--- src/hdl/clut_pkg.sv ---
// ----------------------------------------------------------------------------
// clut_pkg: shared types and constants for the curve table interpolator
// Field widths, fixed step counts, command codes, the controller states and
// the control bundle of the serial divider.
// ----------------------------------------------------------------------------
package clut_pkg;

	localparam int PW   = 17;       // point coordinate width, Q1.16
	localparam int IW   = 8;        // table index width
	localparam int SW   = 4;        // point slot width
	localparam int CFW  = 5;        // active point count register width
	localparam int XW   = IW + 16;  // abscissa of an entry, index << 16 / divisor
	localparam int MW   = XW + PW;  // product width
	localparam int CNTW = 5;        // step counter width

	localparam logic [CNTW-1:0] XDIV_STEPS = CNTW'(XW);
	localparam logic [CNTW-1:0] VDIV_STEPS = CNTW'(PW);
	localparam logic [CNTW-1:0] MUL_STEPS  = CNTW'(PW);

	localparam logic [PW-1:0]  Q_ONE       = PW'(65536);
	localparam logic [CFW-1:0] AP_RESET    = CFW'(2);

	localparam logic CMD_WRITE  = 1'b0;
	localparam logic CMD_LOOKUP = 1'b1;

	typedef enum logic [3:0] {
		ST_IDLE,
		ST_XDIV,
		ST_SRD,
		ST_SCMP,
		ST_LD,
		ST_MUL,
		ST_DCHK,
		ST_DIV,
		ST_FIN
	} state_t;

	typedef struct packed {
		logic            load;
		logic [CNTW-1:0] steps;
	} div_ctl_t;

endpackage

--- src/hdl/clut_sdiv.sv ---
// ----------------------------------------------------------------------------
// clut_sdiv: bit-serial restoring divider
// Shifts one dividend bit into the partial remainder per cycle; quotient bits
// enter the low end of the same shift register.
// ----------------------------------------------------------------------------
module clut_sdiv (
	input  logic                    clk,
	input  logic                    arst_n,
	input  clut_pkg::div_ctl_t      ctl,
	input  logic [clut_pkg::PW-1:0] rem_init,
	input  logic [clut_pkg::PW-1:0] divisor,
	input  logic [clut_pkg::XW-1:0] dvd,
	output logic                    done,
	output logic [clut_pkg::XW-1:0] quo,
	output logic [clut_pkg::PW-1:0] rem
);
	import clut_pkg::*;

	logic [PW-1:0]   rem_q;
	logic [PW-1:0]   dsr_q;
	logic [XW-1:0]   sh_q;
	logic [CNTW-1:0] cnt_q;
	logic            done_q;
	logic [PW:0]     trial;
	logic [PW:0]     diff;
	logic            ge;

	assign trial = {rem_q, sh_q[XW-1]};
	assign diff  = trial - {1'b0, dsr_q};
	assign ge    = (trial >= {1'b0, dsr_q});

	always_ff @(posedge clk or negedge arst_n) begin
		if (!arst_n) begin
			cnt_q  <= '0;
			done_q <= 1'b0;
		end else if (ctl.load) begin
			cnt_q  <= ctl.steps;
			done_q <= 1'b0;
		end else if (cnt_q != '0) begin
			cnt_q  <= cnt_q - CNTW'(1);
			done_q <= (cnt_q == CNTW'(1));
		end else begin
			done_q <= 1'b0;
		end
	end

	always_ff @(posedge clk) begin
		if (ctl.load) begin
			rem_q <= rem_init;
			dsr_q <= divisor;
			sh_q  <= dvd;
		end else if (cnt_q != '0) begin
			// remainder stays below the divisor, so it fits PW bits
			rem_q <= ge ? diff[PW-1:0] : trial[PW-1:0];
			sh_q  <= {sh_q[XW-2:0], ge};
		end
	end

	assign done = done_q;
	assign quo  = sh_q;
	assign rem  = rem_q;

endmodule

--- src/hdl/clut_smul.sv ---
// ----------------------------------------------------------------------------
// clut_smul: bit-serial shift-add multiplier
// One multiplier bit per cycle, LSB first; the product shifts right through
// a high/low register pair.
// ----------------------------------------------------------------------------
module clut_smul (
	input  logic                    clk,
	input  logic                    arst_n,
	input  logic                    load,
	input  logic [clut_pkg::XW-1:0] a,
	input  logic [clut_pkg::PW-1:0] b,
	output logic                    done,
	output logic [clut_pkg::MW-1:0] prod
);
	import clut_pkg::*;

	logic [XW-1:0]   a_q;
	logic [XW-1:0]   hi_q;
	logic [PW-1:0]   lo_q;
	logic [CNTW-1:0] cnt_q;
	logic            done_q;
	logic [XW:0]     sum;

	assign sum = {1'b0, hi_q} + (lo_q[0] ? {1'b0, a_q} : '0);

	always_ff @(posedge clk or negedge arst_n) begin
		if (!arst_n) begin
			cnt_q  <= '0;
			done_q <= 1'b0;
		end else if (load) begin
			cnt_q  <= MUL_STEPS;
			done_q <= 1'b0;
		end else if (cnt_q != '0) begin
			cnt_q  <= cnt_q - CNTW'(1);
			done_q <= (cnt_q == CNTW'(1));
		end else begin
			done_q <= 1'b0;
		end
	end

	always_ff @(posedge clk) begin
		if (load) begin
			a_q  <= a;
			hi_q <= '0;
			lo_q <= b;
		end else if (cnt_q != '0) begin
			hi_q <= sum[XW:1];
			lo_q <= {sum[0], lo_q[PW-1:1]};
		end
	end

	assign done = done_q;
	assign prod = {hi_q, lo_q};

endmodule

--- src/hdl/curve_lut_interpolator.sv ---
// ----------------------------------------------------------------------------
// curve_lut_interpolator: piecewise-linear curve table generator
// Sequence: a lookup divides the index into x, then scans the segments
//   (0 .. MAX_POINTS-2) with one memory read per searched point, then
//   multiplies and divides for the slope term; a zero-width segment skips
//   both, and a saturating slope term skips the divide. One lookup at a time;
//   point writes leave the controller idle.
// Reset: controller idle, active_points = 2, point store left undefined.
// ----------------------------------------------------------------------------
module curve_lut_interpolator #(
	parameter int MAX_POINTS  = 16,
	parameter int LUT_ENTRIES = 256
) (
	input  logic                     clk,
	input  logic                     arst_n,
	// command channel
	input  logic                     start,
	output logic                     busy,
	input  logic                     cmd,
	input  logic [clut_pkg::SW-1:0]  point_slot,
	input  logic [clut_pkg::PW-1:0]  point_x,
	input  logic [clut_pkg::PW-1:0]  point_y,
	input  logic [clut_pkg::IW-1:0]  entry_index,
	// result strobe
	output logic                     done,
	output logic [clut_pkg::IW-1:0]  entry_echo,
	output logic [clut_pkg::PW-1:0]  entry_value,
	// configuration write channel
	input  logic                     cfg_valid,
	output logic                     cfg_ready,
	input  logic [clut_pkg::CFW-1:0] active_points
);
	import clut_pkg::*;

	localparam int AW = (MAX_POINTS > 1) ? $clog2(MAX_POINTS) : 1;
	localparam logic [PW-1:0] LUT_DIV = PW'(LUT_ENTRIES - 1);

	// ---------------------------------------------------------------- control
	state_t state_q, state_d;

	logic accept;
	logic wr_en;
	logic [CFW-1:0] ap_q;

	assign busy      = (state_q != ST_IDLE);
	assign accept    = start && !busy;
	assign wr_en     = accept && (cmd == CMD_WRITE) && (32'(point_slot) < MAX_POINTS);
	assign cfg_ready = 1'b1;

	always_ff @(posedge clk or negedge arst_n) begin
		if (!arst_n) begin
			ap_q <= AP_RESET;
		end else if (cfg_valid && cfg_ready) begin
			ap_q <= active_points;
		end
	end

	// segment limit: points in use minus two, count clamped to 2..MAX_POINTS
	logic [8:0] lim_w;
	always_comb begin
		if (ap_q < CFW'(2)) begin
			lim_w = '0;
		end else if (32'(ap_q) > MAX_POINTS) begin
			lim_w = 9'(MAX_POINTS - 2);
		end else begin
			lim_w = 9'(ap_q) - 9'd2;
		end
	end

	// ----------------------------------------------------------- point store
	logic [2*PW-1:0] mem [MAX_POINTS];
	logic [2*PW-1:0] rd_q;
	logic [AW-1:0]   rd_addr;
	logic [PW-1:0]   rd_x;
	logic [PW-1:0]   rd_y;

	always_ff @(posedge clk) begin
		if (wr_en) begin
			mem[AW'(point_slot)] <= {point_x, point_y};
		end
		rd_q <= mem[rd_addr];
	end

	assign rd_x = rd_q[2*PW-1:PW];
	assign rd_y = rd_q[PW-1:0];

	// ------------------------------------------------------- serial datapath
	div_ctl_t       div_ctl;
	logic [PW-1:0]  div_rem_init;
	logic [PW-1:0]  div_divisor;
	logic [XW-1:0]  div_dvd;
	logic           div_done;
	logic [XW-1:0]  div_quo;
	logic [PW-1:0]  div_rem;

	logic           mul_load;
	logic [XW-1:0]  mul_a;
	logic [PW-1:0]  mul_b;
	logic           mul_done;
	logic [MW-1:0]  mul_prod;

	clut_sdiv u_div (
		.clk      (clk),
		.arst_n   (arst_n),
		.ctl      (div_ctl),
		.rem_init (div_rem_init),
		.divisor  (div_divisor),
		.dvd      (div_dvd),
		.done     (div_done),
		.quo      (div_quo),
		.rem      (div_rem)
	);

	clut_smul u_mul (
		.clk    (clk),
		.arst_n (arst_n),
		.load   (mul_load),
		.a      (mul_a),
		.b      (mul_b),
		.done   (mul_done),
		.prod   (mul_prod)
	);

	// working registers of one lookup
	logic [IW-1:0] idx_q;
	logic [AW-1:0] lim_q;
	logic [AW-1:0] seg_q;
	logic [XW-1:0] x_q;
	logic [PW-1:0] x1_q, y1_q, y0_q, d_q;
	logic          neg_q, dz_q, ovf_q;

	// search step: carry on while segment is not last and x lies right of x1
	logic s_cont;
	logic [AW:0] seg_p1, seg_p2;

	assign s_cont = (seg_q < lim_q) && (x_q > {{(XW-PW){1'b0}}, rd_x});
	assign seg_p1 = {1'b0, seg_q} + (AW+1)'(1);
	assign seg_p2 = {1'b0, seg_q} + (AW+1)'(2);

	// differences against the left point, read back in ST_LD
	logic [XW:0] ex, ex_abs;
	logic [PW:0] ey, ey_abs, edx, edx_abs;

	assign ex      = {1'b0, x_q} - {{(XW-PW+1){1'b0}}, rd_x};
	assign ex_abs  = ex[XW] ? ((XW+1)'(0) - ex) : ex;
	assign ey      = {1'b0, y1_q} - {1'b0, rd_y};
	assign ey_abs  = ey[PW] ? ((PW+1)'(0) - ey) : ey;
	assign edx     = {1'b0, x1_q} - {1'b0, rd_x};
	assign edx_abs = edx[PW] ? ((PW+1)'(0) - edx) : edx;

	assign mul_a = ex_abs[XW-1:0];
	assign mul_b = ey_abs[PW-1:0];

	// slope term too large for any in-range answer
	logic ovf_w;
	assign ovf_w = (mul_prod[MW-1:PW] >= {{(XW-PW){1'b0}}, d_q});

	// final value: y0 plus floored quotient, saturated
	logic [PW:0]   qq;
	logic [PW:0]   acc;
	logic [PW-1:0] fin_val;

	always_comb begin
		qq  = {1'b0, div_quo[PW-1:0]} + (PW+1)'(div_rem != '0);
		acc = '0;
		if (dz_q) begin
			acc = {1'b0, y0_q};
		end else if (ovf_q) begin
			acc = neg_q ? '0 : {1'b0, Q_ONE};
		end else if (neg_q) begin
			acc = ({1'b0, y0_q} < qq) ? '0 : ({1'b0, y0_q} - qq);
		end else begin
			acc = {1'b0, y0_q} + {1'b0, div_quo[PW-1:0]};
		end
		fin_val = (acc > {1'b0, Q_ONE}) ? Q_ONE : acc[PW-1:0];
	end

	// ------------------------------------------------------------ next state
	always_comb begin
		state_d = state_q;
		case (state_q)
			ST_IDLE: begin
				if (accept && (cmd == CMD_LOOKUP)) state_d = ST_XDIV;
			end
			ST_XDIV: begin
				if (div_done) state_d = ST_SRD;
			end
			ST_SRD:  state_d = ST_SCMP;
			ST_SCMP: begin
				if (!s_cont) state_d = ST_LD;
			end
			ST_LD: begin
				state_d = (edx == '0) ? ST_FIN : ST_MUL;
			end
			ST_MUL: begin
				if (mul_done) state_d = ST_DCHK;
			end
			ST_DCHK: begin
				state_d = ovf_w ? ST_FIN : ST_DIV;
			end
			ST_DIV: begin
				if (div_done) state_d = ST_FIN;
			end
			ST_FIN:  state_d = ST_IDLE;
			default: state_d = ST_IDLE;
		endcase
	end

	// --------------------------------------------------------------- outputs
	always_comb begin
		div_ctl.load  = 1'b0;
		div_ctl.steps = XDIV_STEPS;
		div_rem_init  = '0;
		div_divisor   = LUT_DIV;
		div_dvd       = {entry_index, 16'd0};
		mul_load      = 1'b0;
		rd_addr       = seg_q;
		case (state_q)
			ST_IDLE: begin
				// x = index * 65536 / (LUT_ENTRIES - 1)
				div_ctl.load = accept && (cmd == CMD_LOOKUP);
			end
			ST_SRD: begin
				rd_addr = seg_p1[AW-1:0];
			end
			ST_SCMP: begin
				// fetch the next right point ahead, or the left point on a stop
				rd_addr = s_cont ? seg_p2[AW-1:0] : seg_q;
			end
			ST_LD: begin
				mul_load = (edx != '0);
			end
			ST_DCHK: begin
				// high half is below the divisor, so it is the first remainder
				div_ctl.load  = !ovf_w;
				div_ctl.steps = VDIV_STEPS;
				div_rem_init  = mul_prod[2*PW-1:PW];
				div_divisor   = d_q;
				div_dvd       = {mul_prod[PW-1:0], {(XW-PW){1'b0}}};
			end
			default: begin
			end
		endcase
	end

	// ----------------------------------------------------------- registers
	always_ff @(posedge clk or negedge arst_n) begin
		if (!arst_n) begin
			state_q <= ST_IDLE;
		end else begin
			state_q <= state_d;
		end
	end

	always_ff @(posedge clk) begin
		case (state_q)
			ST_IDLE: begin
				if (accept) begin
					idx_q <= entry_index;
					lim_q <= AW'(lim_w);
				end
			end
			ST_XDIV: begin
				if (div_done) begin
					x_q   <= div_quo;
					seg_q <= '0;
				end
			end
			ST_SCMP: begin
				if (s_cont) begin
					seg_q <= seg_p1[AW-1:0];
				end else begin
					x1_q <= rd_x;
					y1_q <= rd_y;
				end
			end
			ST_LD: begin
				y0_q  <= rd_y;
				d_q   <= edx_abs[PW-1:0];
				dz_q  <= (edx == '0);
				neg_q <= ex[XW] ^ ey[PW] ^ edx[PW];
			end
			ST_DCHK: begin
				ovf_q <= ovf_w;
			end
			default: begin
			end
		endcase
	end

	// result beat: one cycle strobe, payload held until the next one
	logic          done_q;
	logic [IW-1:0] echo_q;
	logic [PW-1:0] value_q;

	always_ff @(posedge clk or negedge arst_n) begin
		if (!arst_n) begin
			done_q <= 1'b0;
		end else begin
			done_q <= (state_q == ST_FIN);
		end
	end

	always_ff @(posedge clk) begin
		if (state_q == ST_FIN) begin
			echo_q  <= idx_q;
			value_q <= fin_val;
		end
	end

	assign done        = done_q;
	assign entry_echo  = echo_q;
	assign entry_value = value_q;

	// ------------------------------------------------------------ assertions
	a_done_single: assert property (@(posedge clk) disable iff (!arst_n)
		done |=> !done)
		else $error("result strobe held for more than one cycle");

	a_lookup_busy: assert property (@(posedge clk) disable iff (!arst_n)
		(start && !busy && (cmd == CMD_LOOKUP)) |=> busy)
		else $error("lookup beat did not start the controller");

	a_write_idle: assert property (@(posedge clk) disable iff (!arst_n)
		(start && !busy && (cmd == CMD_WRITE)) |=> !busy && !done)
		else $error("point write left the controller busy or gave a result");

	a_value_range: assert property (@(posedge clk) disable iff (!arst_n)
		done |-> (entry_value <= Q_ONE))
		else $error("result beyond saturation limit");

	a_seg_bound: assert property (@(posedge clk) disable iff (!arst_n)
		(state_q == ST_SCMP) |-> (seg_q <= lim_q))
		else $error("segment search ran past the last segment");

endmodule
--- config.mk ---
export PLATFORM = sky130hd
export DESIGN_NAME = curve_lut_interpolator
export DESIGN_NICKNAME = d
export VERILOG_FILES = /design/src/hdl/clut_pkg.sv /design/src/hdl/clut_sdiv.sv /design/src/hdl/clut_smul.sv /design/src/hdl/curve_lut_interpolator.sv
export SDC_FILE = /design/constraint.sdc
export NUM_CORES = 2
export LEC_CHECK = 0
export BUFFER_PORTS_ARGS = -buffer_cell sky130_fd_sc_hd__buf_2
export CAP_MARGIN = 5
export CORE_MARGIN = 2
export CORE_UTILIZATION = 57
export CTS_CLUSTER_DIAMETER = 200
export CTS_CLUSTER_SIZE = 14
export DETAILED_ROUTE_END_ITERATION = 10
export PLACE_DENSITY = 0.83
export SKIP_CTS_REPAIR_TIMING = 1
export SYNTH_ARGS = -nofsm -noshare
export SYNTH_HDL_FRONTEND = slang
export SYNTH_HIERARCHICAL = 1
export SYNTH_SLANG_ARGS = --single-unit
export TNS_END_PERCENT = 30
--- constraint.sdc ---
create_clock -name clk -period 5.1 [get_ports clk]
set_clock_uncertainty 0.05 [all_clocks]
set_input_delay 1.275 -clock clk [delete_from_list [all_inputs] [get_ports clk]]
set_output_delay 1.275 -clock clk [all_outputs]
set_load 0.03 [all_outputs]
After elaboration in Yosys (flattened, before gate mapping)
Memories as Yosys holds them, arrays and structs flattened. A register that Yosys moved wholly into a read port is not among the register bits.
Index checks and enable logic that the tools add are counted.
- bits in registers: 281
- memory bits (writable): 544
- input port bits: 56
- output and inout port bits: 28
- logic and storage cells: 139
- memories kept: 1
- $add $sub $neg: 16
- order comparisons: 8
- equality and inequality tests: 16
- muxes and demuxes: 45
- bitwise logic cells: 4
- reduce and logical (&&, ||, !) cells: 22
- memories (name ; depth ; bits a word ; rd ports ; clocked after Yosys merged registers in ; write ports ; line ; source):
    mem ; 16 ; 34 ; 1 ; 1 ; 1 ; curve_lut_interpolator.sv:71 ; logic [2*PW-1:0] mem [MAX_POINTS];
- operators with widths (operator ; number):
    17-bit two-way mux ; 9
    24-bit two-way mux ; 5
    18-bit two-way mux ; 4
    4-bit two-way mux ; 12
    17-bit by 17-bit subtractor with 18-bit output ; 2
    1-bit by 17-bit subtractor with 17-bit output (first input constant) ; 2
    4-bit one-hot mux with 8 select lines ; 1
    24-bit by 25-bit adder with 25-bit output ; 1
    24-bit by 17-bit subtractor with 25-bit output ; 1
    24-bit by 17-bit greater-or-equal comparator with 1-bit output ; 1
    24-bit by 17-bit greater-than comparator with 1-bit output ; 1
    1-bit by 24-bit subtractor with 24-bit output (first input constant) ; 1
    5-bit two-way mux ; 4
    17-bit by 1-bit adder with 18-bit output ; 1
    17-bit by 17-bit adder with 18-bit output ; 1
    18-bit by 17-bit greater-or-equal comparator with 1-bit output ; 1
    18-bit by 17-bit greater-than comparator with 1-bit output (second input constant) ; 1
    18-bit logical NOT ; 1
    17-bit by 18-bit < comparator with 1-bit output ; 1
    18-bit nonzero test ; 1
    17-bit by 18-bit subtractor with 18-bit output ; 1
    17-bit nonzero test ; 1
    17-bit subtractor ; 1
    4-bit by 3-bit == test with 1-bit output (second input constant) ; 4
    28 further kinds ; 53

Depth between registers and ports, before layout
- depth in word-level cells: 8
- depth in mapped cells: 21
- mapped depth without buffers: 20

By module
The synthesis kept the hierarchy.
- modules (own cells, without submodules) (module ; times used ; cells each ; area an instance (µm²) ; seq. area each (µm²)):
    curve_lut_interpolator ; 1 ; 2518 ; 33255.6 ; 21351.7
    clut_smul ; 1 ; 367 ; 3940.0 ; 1861.8
    clut_sdiv ; 1 ; 335 ; 3766.1 ; 1891.8

Worst setup path after synthesis
OpenSTA, ideal clock, no wires.
- path type: input to register
- start point: input start
- end point: memory mem[0][0] (netlist name), enable pin
- library setup time: 0.468 ns
- data arrival time: 4.497 ns
- data required time: 4.582 ns
- path slack: 0.085 ns
- cell stages on the path: 5
- buffers on the path: 0
- path through: nand3_1 -> inv_1 -> nand2_1 -> or3_1 -> nor3_1
- word-level cells in the longest chain between the ends: 4
- RTL lines (what ; line ; source):
    start, declared ; curve_lut_interpolator.sv:17 ; input logic start,
    1-bit logical AND ; curve_lut_interpolator.sv:46 ; assign accept = start && !busy;
    1-bit logical AND ; curve_lut_interpolator.sv:47 ; assign wr_en = accept && (cmd == CMD_WRITE) && (32'(point_slot) < MAX_POINTS);
    1-bit two-way mux ; curve_lut_interpolator.sv:78 ; if (wr_en) begin
    1-bit two-way mux (not written as such) ; curve_lut_interpolator.sv:79 ; mem[AW'(point_slot)] <= {point_x, point_y};
    end, declared ; curve_lut_interpolator.sv:71 ;
Every way passes these cells.

Worst setup path in the final report
- start point: register u_div.rem_q[2] (netlist: u_div/rem[2])
- end point: register value_q[14] (netlist: entry_value[14]) (data pin)
- word-level cells in the longest chain between the ends: 8
- elaborated cells on any way between the ends: 9
- those cells by class: add/sub (2); order compare (2); mux (4); reduce/logical (1)
- RTL lines (what ; line ; source):
    start, declared ; clut_sdiv.sv:19 ; logic [PW-1:0] rem_q;
    start signal, assigned ; clut_sdiv.sv:49 ; rem_q <= rem_init;
    start signal, assigned ; clut_sdiv.sv:54 ; rem_q <= ge ? diff[PW-1:0] : trial[PW-1:0];
    17-bit nonzero test (*) ; curve_lut_interpolator.sv:164 ; qq = {1'b0, div_quo[PW-1:0]} + (PW+1)'(div_rem != '0);
    17-bit by 1-bit adder with 18-bit output (*) ; curve_lut_interpolator.sv:164 ;
    17-bit by 18-bit subtractor with 18-bit output or 17-bit by 18-bit < comparator with 1-bit output (tied branches) ; curve_lut_interpolator.sv:171 ; acc = ({1'b0, y0_q} < qq) ? '0 : ({1'b0, y0_q} - qq);
    18-bit two-way mux (*) ; curve_lut_interpolator.sv:171 ;
    18-bit two-way mux (*) ; curve_lut_interpolator.sv:170 ; end else if (neg_q) begin
    18-bit two-way mux (*) ; curve_lut_interpolator.sv:168 ; end else if (ovf_q) begin
    18-bit two-way mux (*) ; curve_lut_interpolator.sv:166 ; if (dz_q) begin
    18-bit by 17-bit greater-than comparator with 1-bit output ; curve_lut_interpolator.sv:175 ; fin_val = (acc > {1'b0, Q_ONE}) ? Q_ONE : acc[PW-1:0];
    end signal, assigned ; curve_lut_interpolator.sv:307 ; value_q <= fin_val;
    end, declared ; curve_lut_interpolator.sv:294 ; logic [PW-1:0] value_q;
Every way passes the cells marked *; elsewhere a longest branch is shown, timed or not.
A chain may end at the register's enable or synchronous reset.

==> impl_metrics.tcl <==
set metrics [dict create \
    ioPinCount 84 \
    fillers 5143 \
    ys.flop_type "edfxtp_1" \
    drv_slew 0 \
    period_share_pct 96.3 \
    layout-drive-gt1-share_pct 11.5 \
    root_buffer "clkbuf_16" \
    synthTopCellsByArea "edfxtp_1 57%, ha_1 4.9%, dfxtp_1 2.8%, o21ai_0 2.6%, xnor2_1 2.1%" \
    cts_buffers 71 \
    start_util_pct 57.4 \
    drt_pass1_iterations 6 \
    use_met1_pct 34.7 \
    hold_depth 0 \
    hold_start "idx_q[4]" \
    h-tree-depth 3 \
    nets 3548 \
    clock_latency_ps 650 \
    core_area_mm2 0.0714 \
    reg2reg_to "entry_value[14]" \
    peakVddDrop_mv 0.393 \
    clockBufferDepth 3 \
    wl_um 98700 \
    syn_area_mm2 0.0410 \
    crit-reg2reg-launch "u_div/rem[2]" \
    ys_types 104 \
    yosysMostFrequentCell "edfxtp_1" \
    synthCells 3220 \
    yosys-top-cells-count "779 x edfxtp_1, 217 x inv_1, 213 x o21ai_0" \
    viasPerCell 6.30 \
    cpMaxStageDelayCell "or4_4" \
    yosys.area.top_type "edfxtp_1" \
    reg2reg_slack_ps 190 \
    path_class "register to register" \
    drc_errors 0 \
    hp-class "register to register" \
    syn_area_per_cell_um2 12.7 \
    post-place-ws_ps -1.01 \
    cellLeakagePower_nw 16.3 \
    synth_seq_cells 859 \
    grt_first_pass_wirelength_um 151000 \
    grt_use_met2_pct 44.9 \
    cp.arrival_ps 5350 \
    gp_congestion 0.931 \
    reg2regPathDepth 21 \
    worst_slack_ps 187 \
    max_freq_mhz 204 \
    wl_per_cell_um 22.8 \
    dpl.hpwl_um 63400 \
    status "completed" \
    antenna_found_initial 10 \
    grt_max_degree 83 \
    startpoint_type "register" \
    clk_transition_reported_paths_ps 70 \
    worst_pin_slew_ps 1010 \
    seq_area_frac_synth_pct 61.3 \
    path_cells "nor4_2 -> nand4_1 -> or4_4 -> ha_2 -> ha_2 -> nand4_1 -> nor2_4 -> nand3_2 -> xor2_2 -> ha_1 -> a21oi_2 -> nor2b_2 -> or3_4 -> a221o_1 -> a41oi_2 -> nor2_4 -> o211ai_1 -> o21ai_0 -> nand3b_1 -> buf_6 -> a31oi_1" \
    finalHoldViolCount 0 \
    maxCapViolCount 0 \
    async_flop_share_pct 2.56 \
    synth_top_area_share_pct 57.1 \
    cp_max_fo 6 \
    crit_path_end_kind "register" \
    die_h_um 272 \
    areaGrowthSynthToFinish_pct 10.0 \
    numPortBuffers 82 \
    grtUsageMet3_pct 3.93 \
    required_ps 5540 \
    rows 98 \
    whs_ps 371 \
    grt-ovfl-total 0 \
    cts.sinks 859 \
    ant_nets 0 \
    synth-edff-count 779 \
    die-area_mm2 0.0740 \
    setup_viol 0 \
    vias 27200 \
    drt-initial-drc-count 2916 \
    slew_headroom_pct 31.2 \
    grt.total_usage_pct 26.5 \
    yosys_warnings 6 \
    slowest_delay_ps 560 \
    fin_crit_ps 4910 \
    top_usage_layer "met2" \
    grt_pass1_vias 26500 \
    die_x_um 272 \
    setup_tns_ps 0 \
    cts_tree "done" \
    power_density_mw_per_mm2 630 \
    holdPathEnd "entry_echo[4]" \
]
## critical path: cells and delay by family (launching register included)
kind | cells | cell delay [ps]
and+or+nand+nor | 10 | 2200
AOI/OAI and AO/OA | 6 | 1050
adders and majority gates | 3 | 760
DFF | 1 | 420
buffers and inverters | 1 | 220
xor gates and xnor gates | 1 | 70
## final cells by class
cell class | instances | area [µm²] | share of cell area [%]
Antenna cell | 4 | 10.0 | 0.0222
Clock inverter | 8 | 184 | 0.408
Sequential cell | 859 | 25100 | 55.7
Tap cell | 950 | 1190 | 2.64
Timing Repair Buffer | 158 | 1120 | 2.48
Clock buffer | 112 | 1930 | 4.28
Inverter | 217 | 815 | 1.81
Multi-Input combinational cell | 2016 | 14700 | 32.7
## power by group
part,internal (mW),switching [mW]
combinational,5.48,7.99
sequential,8.93,0.821
clock,2.65,2.51
total,17.1,11.3
## per-layer routing
| metal | share of wire, % | vias up |
|---|---|---|
| met2 | 49 | 1328 |
| met5 | 0.035 | - |
| met4 | 3.3 | 6 |
| li1 | - | 12500 |
| met3 | 8.2 | 223 |
| met1 | 39 | 13200 |
## worst max-delay path by stage
stage	depth (start not counted)	startpoint	endpoint	slack, ps
after global placement	20	u_div/rem[1]	entry_value[16]	70
after global routing	21	u_div/rem[13]	entry_value[14]	-20
after floorplan	5	start	mem[0][0]	90
after CTS	21	u_div/rem[1]	entry_value[4]	-30
after detailed placement	21	u_div/rem[1]	entry_value[6]	-1
final	21	u_div/rem[2]	entry_value[14]	190
## metrics by stage
step	util, %	std cells	instance area (µm²)	total power, mW
4_1_cts	62.9	4312	44900	28.2
3_5_place_dp	59.9	4192	42800	22.9
2_1_floorplan	-	3229	41000	19.5
5_1_grt	63.2	4323	45100	30.0
6_report	63.2	4324	45100	28.4
3_3_place_gp	59.9	4192	42800	22.6
## sequential cells by signal (all words and copies together) (netlist names), 5 cells and up
signal / flops
u_div/rem: 17
ap_q: 5
y1_q: 17
rd_q: 34
entry_value: 17
entry_echo: 8
x1_q: 17
d_q: 17
u_div/dsr_q: 17
u_div/cnt_q: 5
u_div/quo: 24
idx_q: 8
y0_q: 17
x_q: 24
mem: 544
u_mul/lo_q: 17
u_mul/hi_q: 24
u_mul/cnt_q: 5
u_mul/a_q: 24
## cell usage in the layout (no fill, tap or decap), drive strengths merged, types with 9 or more instances in the layout
master,synthesis,final
a2111oi,9,9
a211oi,19,19
o221a,67,67
dfxtp,58,58
and3,18,18
nand2,160,160
a31oi,22,22
mux2i,21,21
o31ai,12,12
inv,217,219
buf,50,158
conb,2,11
nand3,49,49
nor2b,18,18
xnor2,98,98
clkbuf,87,112
nor2,195,195
nor3,58,58
o21a,24,24
o221ai,68,68
o21ai,241,241
mux2,50,50
or2,14,14
a22oi,9,9
o22a,70,70
o211ai,19,19
o41a,27,27
edfxtp,779,779
a21o,49,49
o22ai,18,18
or3,21,21
xor2,69,69
a21oi,164,164
nand2b,19,19
nor4,19,19
ha,162,162
dfrtp,21,21
and2,61,61
o21bai,9,9
nand4,22,22
## logic make-up after synthesis
family / Yosys count / share of synthesized area, %
xor+xnor: 167 / 3.57
other cells: 2 / 0.0183
flops: 859 / 61.3
fa+ha+maj: 169 / 5.29
simple gates: 686 / 8.23
compound gates: 912 / 16.1
buf+inv: 354 / 3.66
mux: 71 / 1.89
No activity file was read; power rests on OpenSTA's default activity.
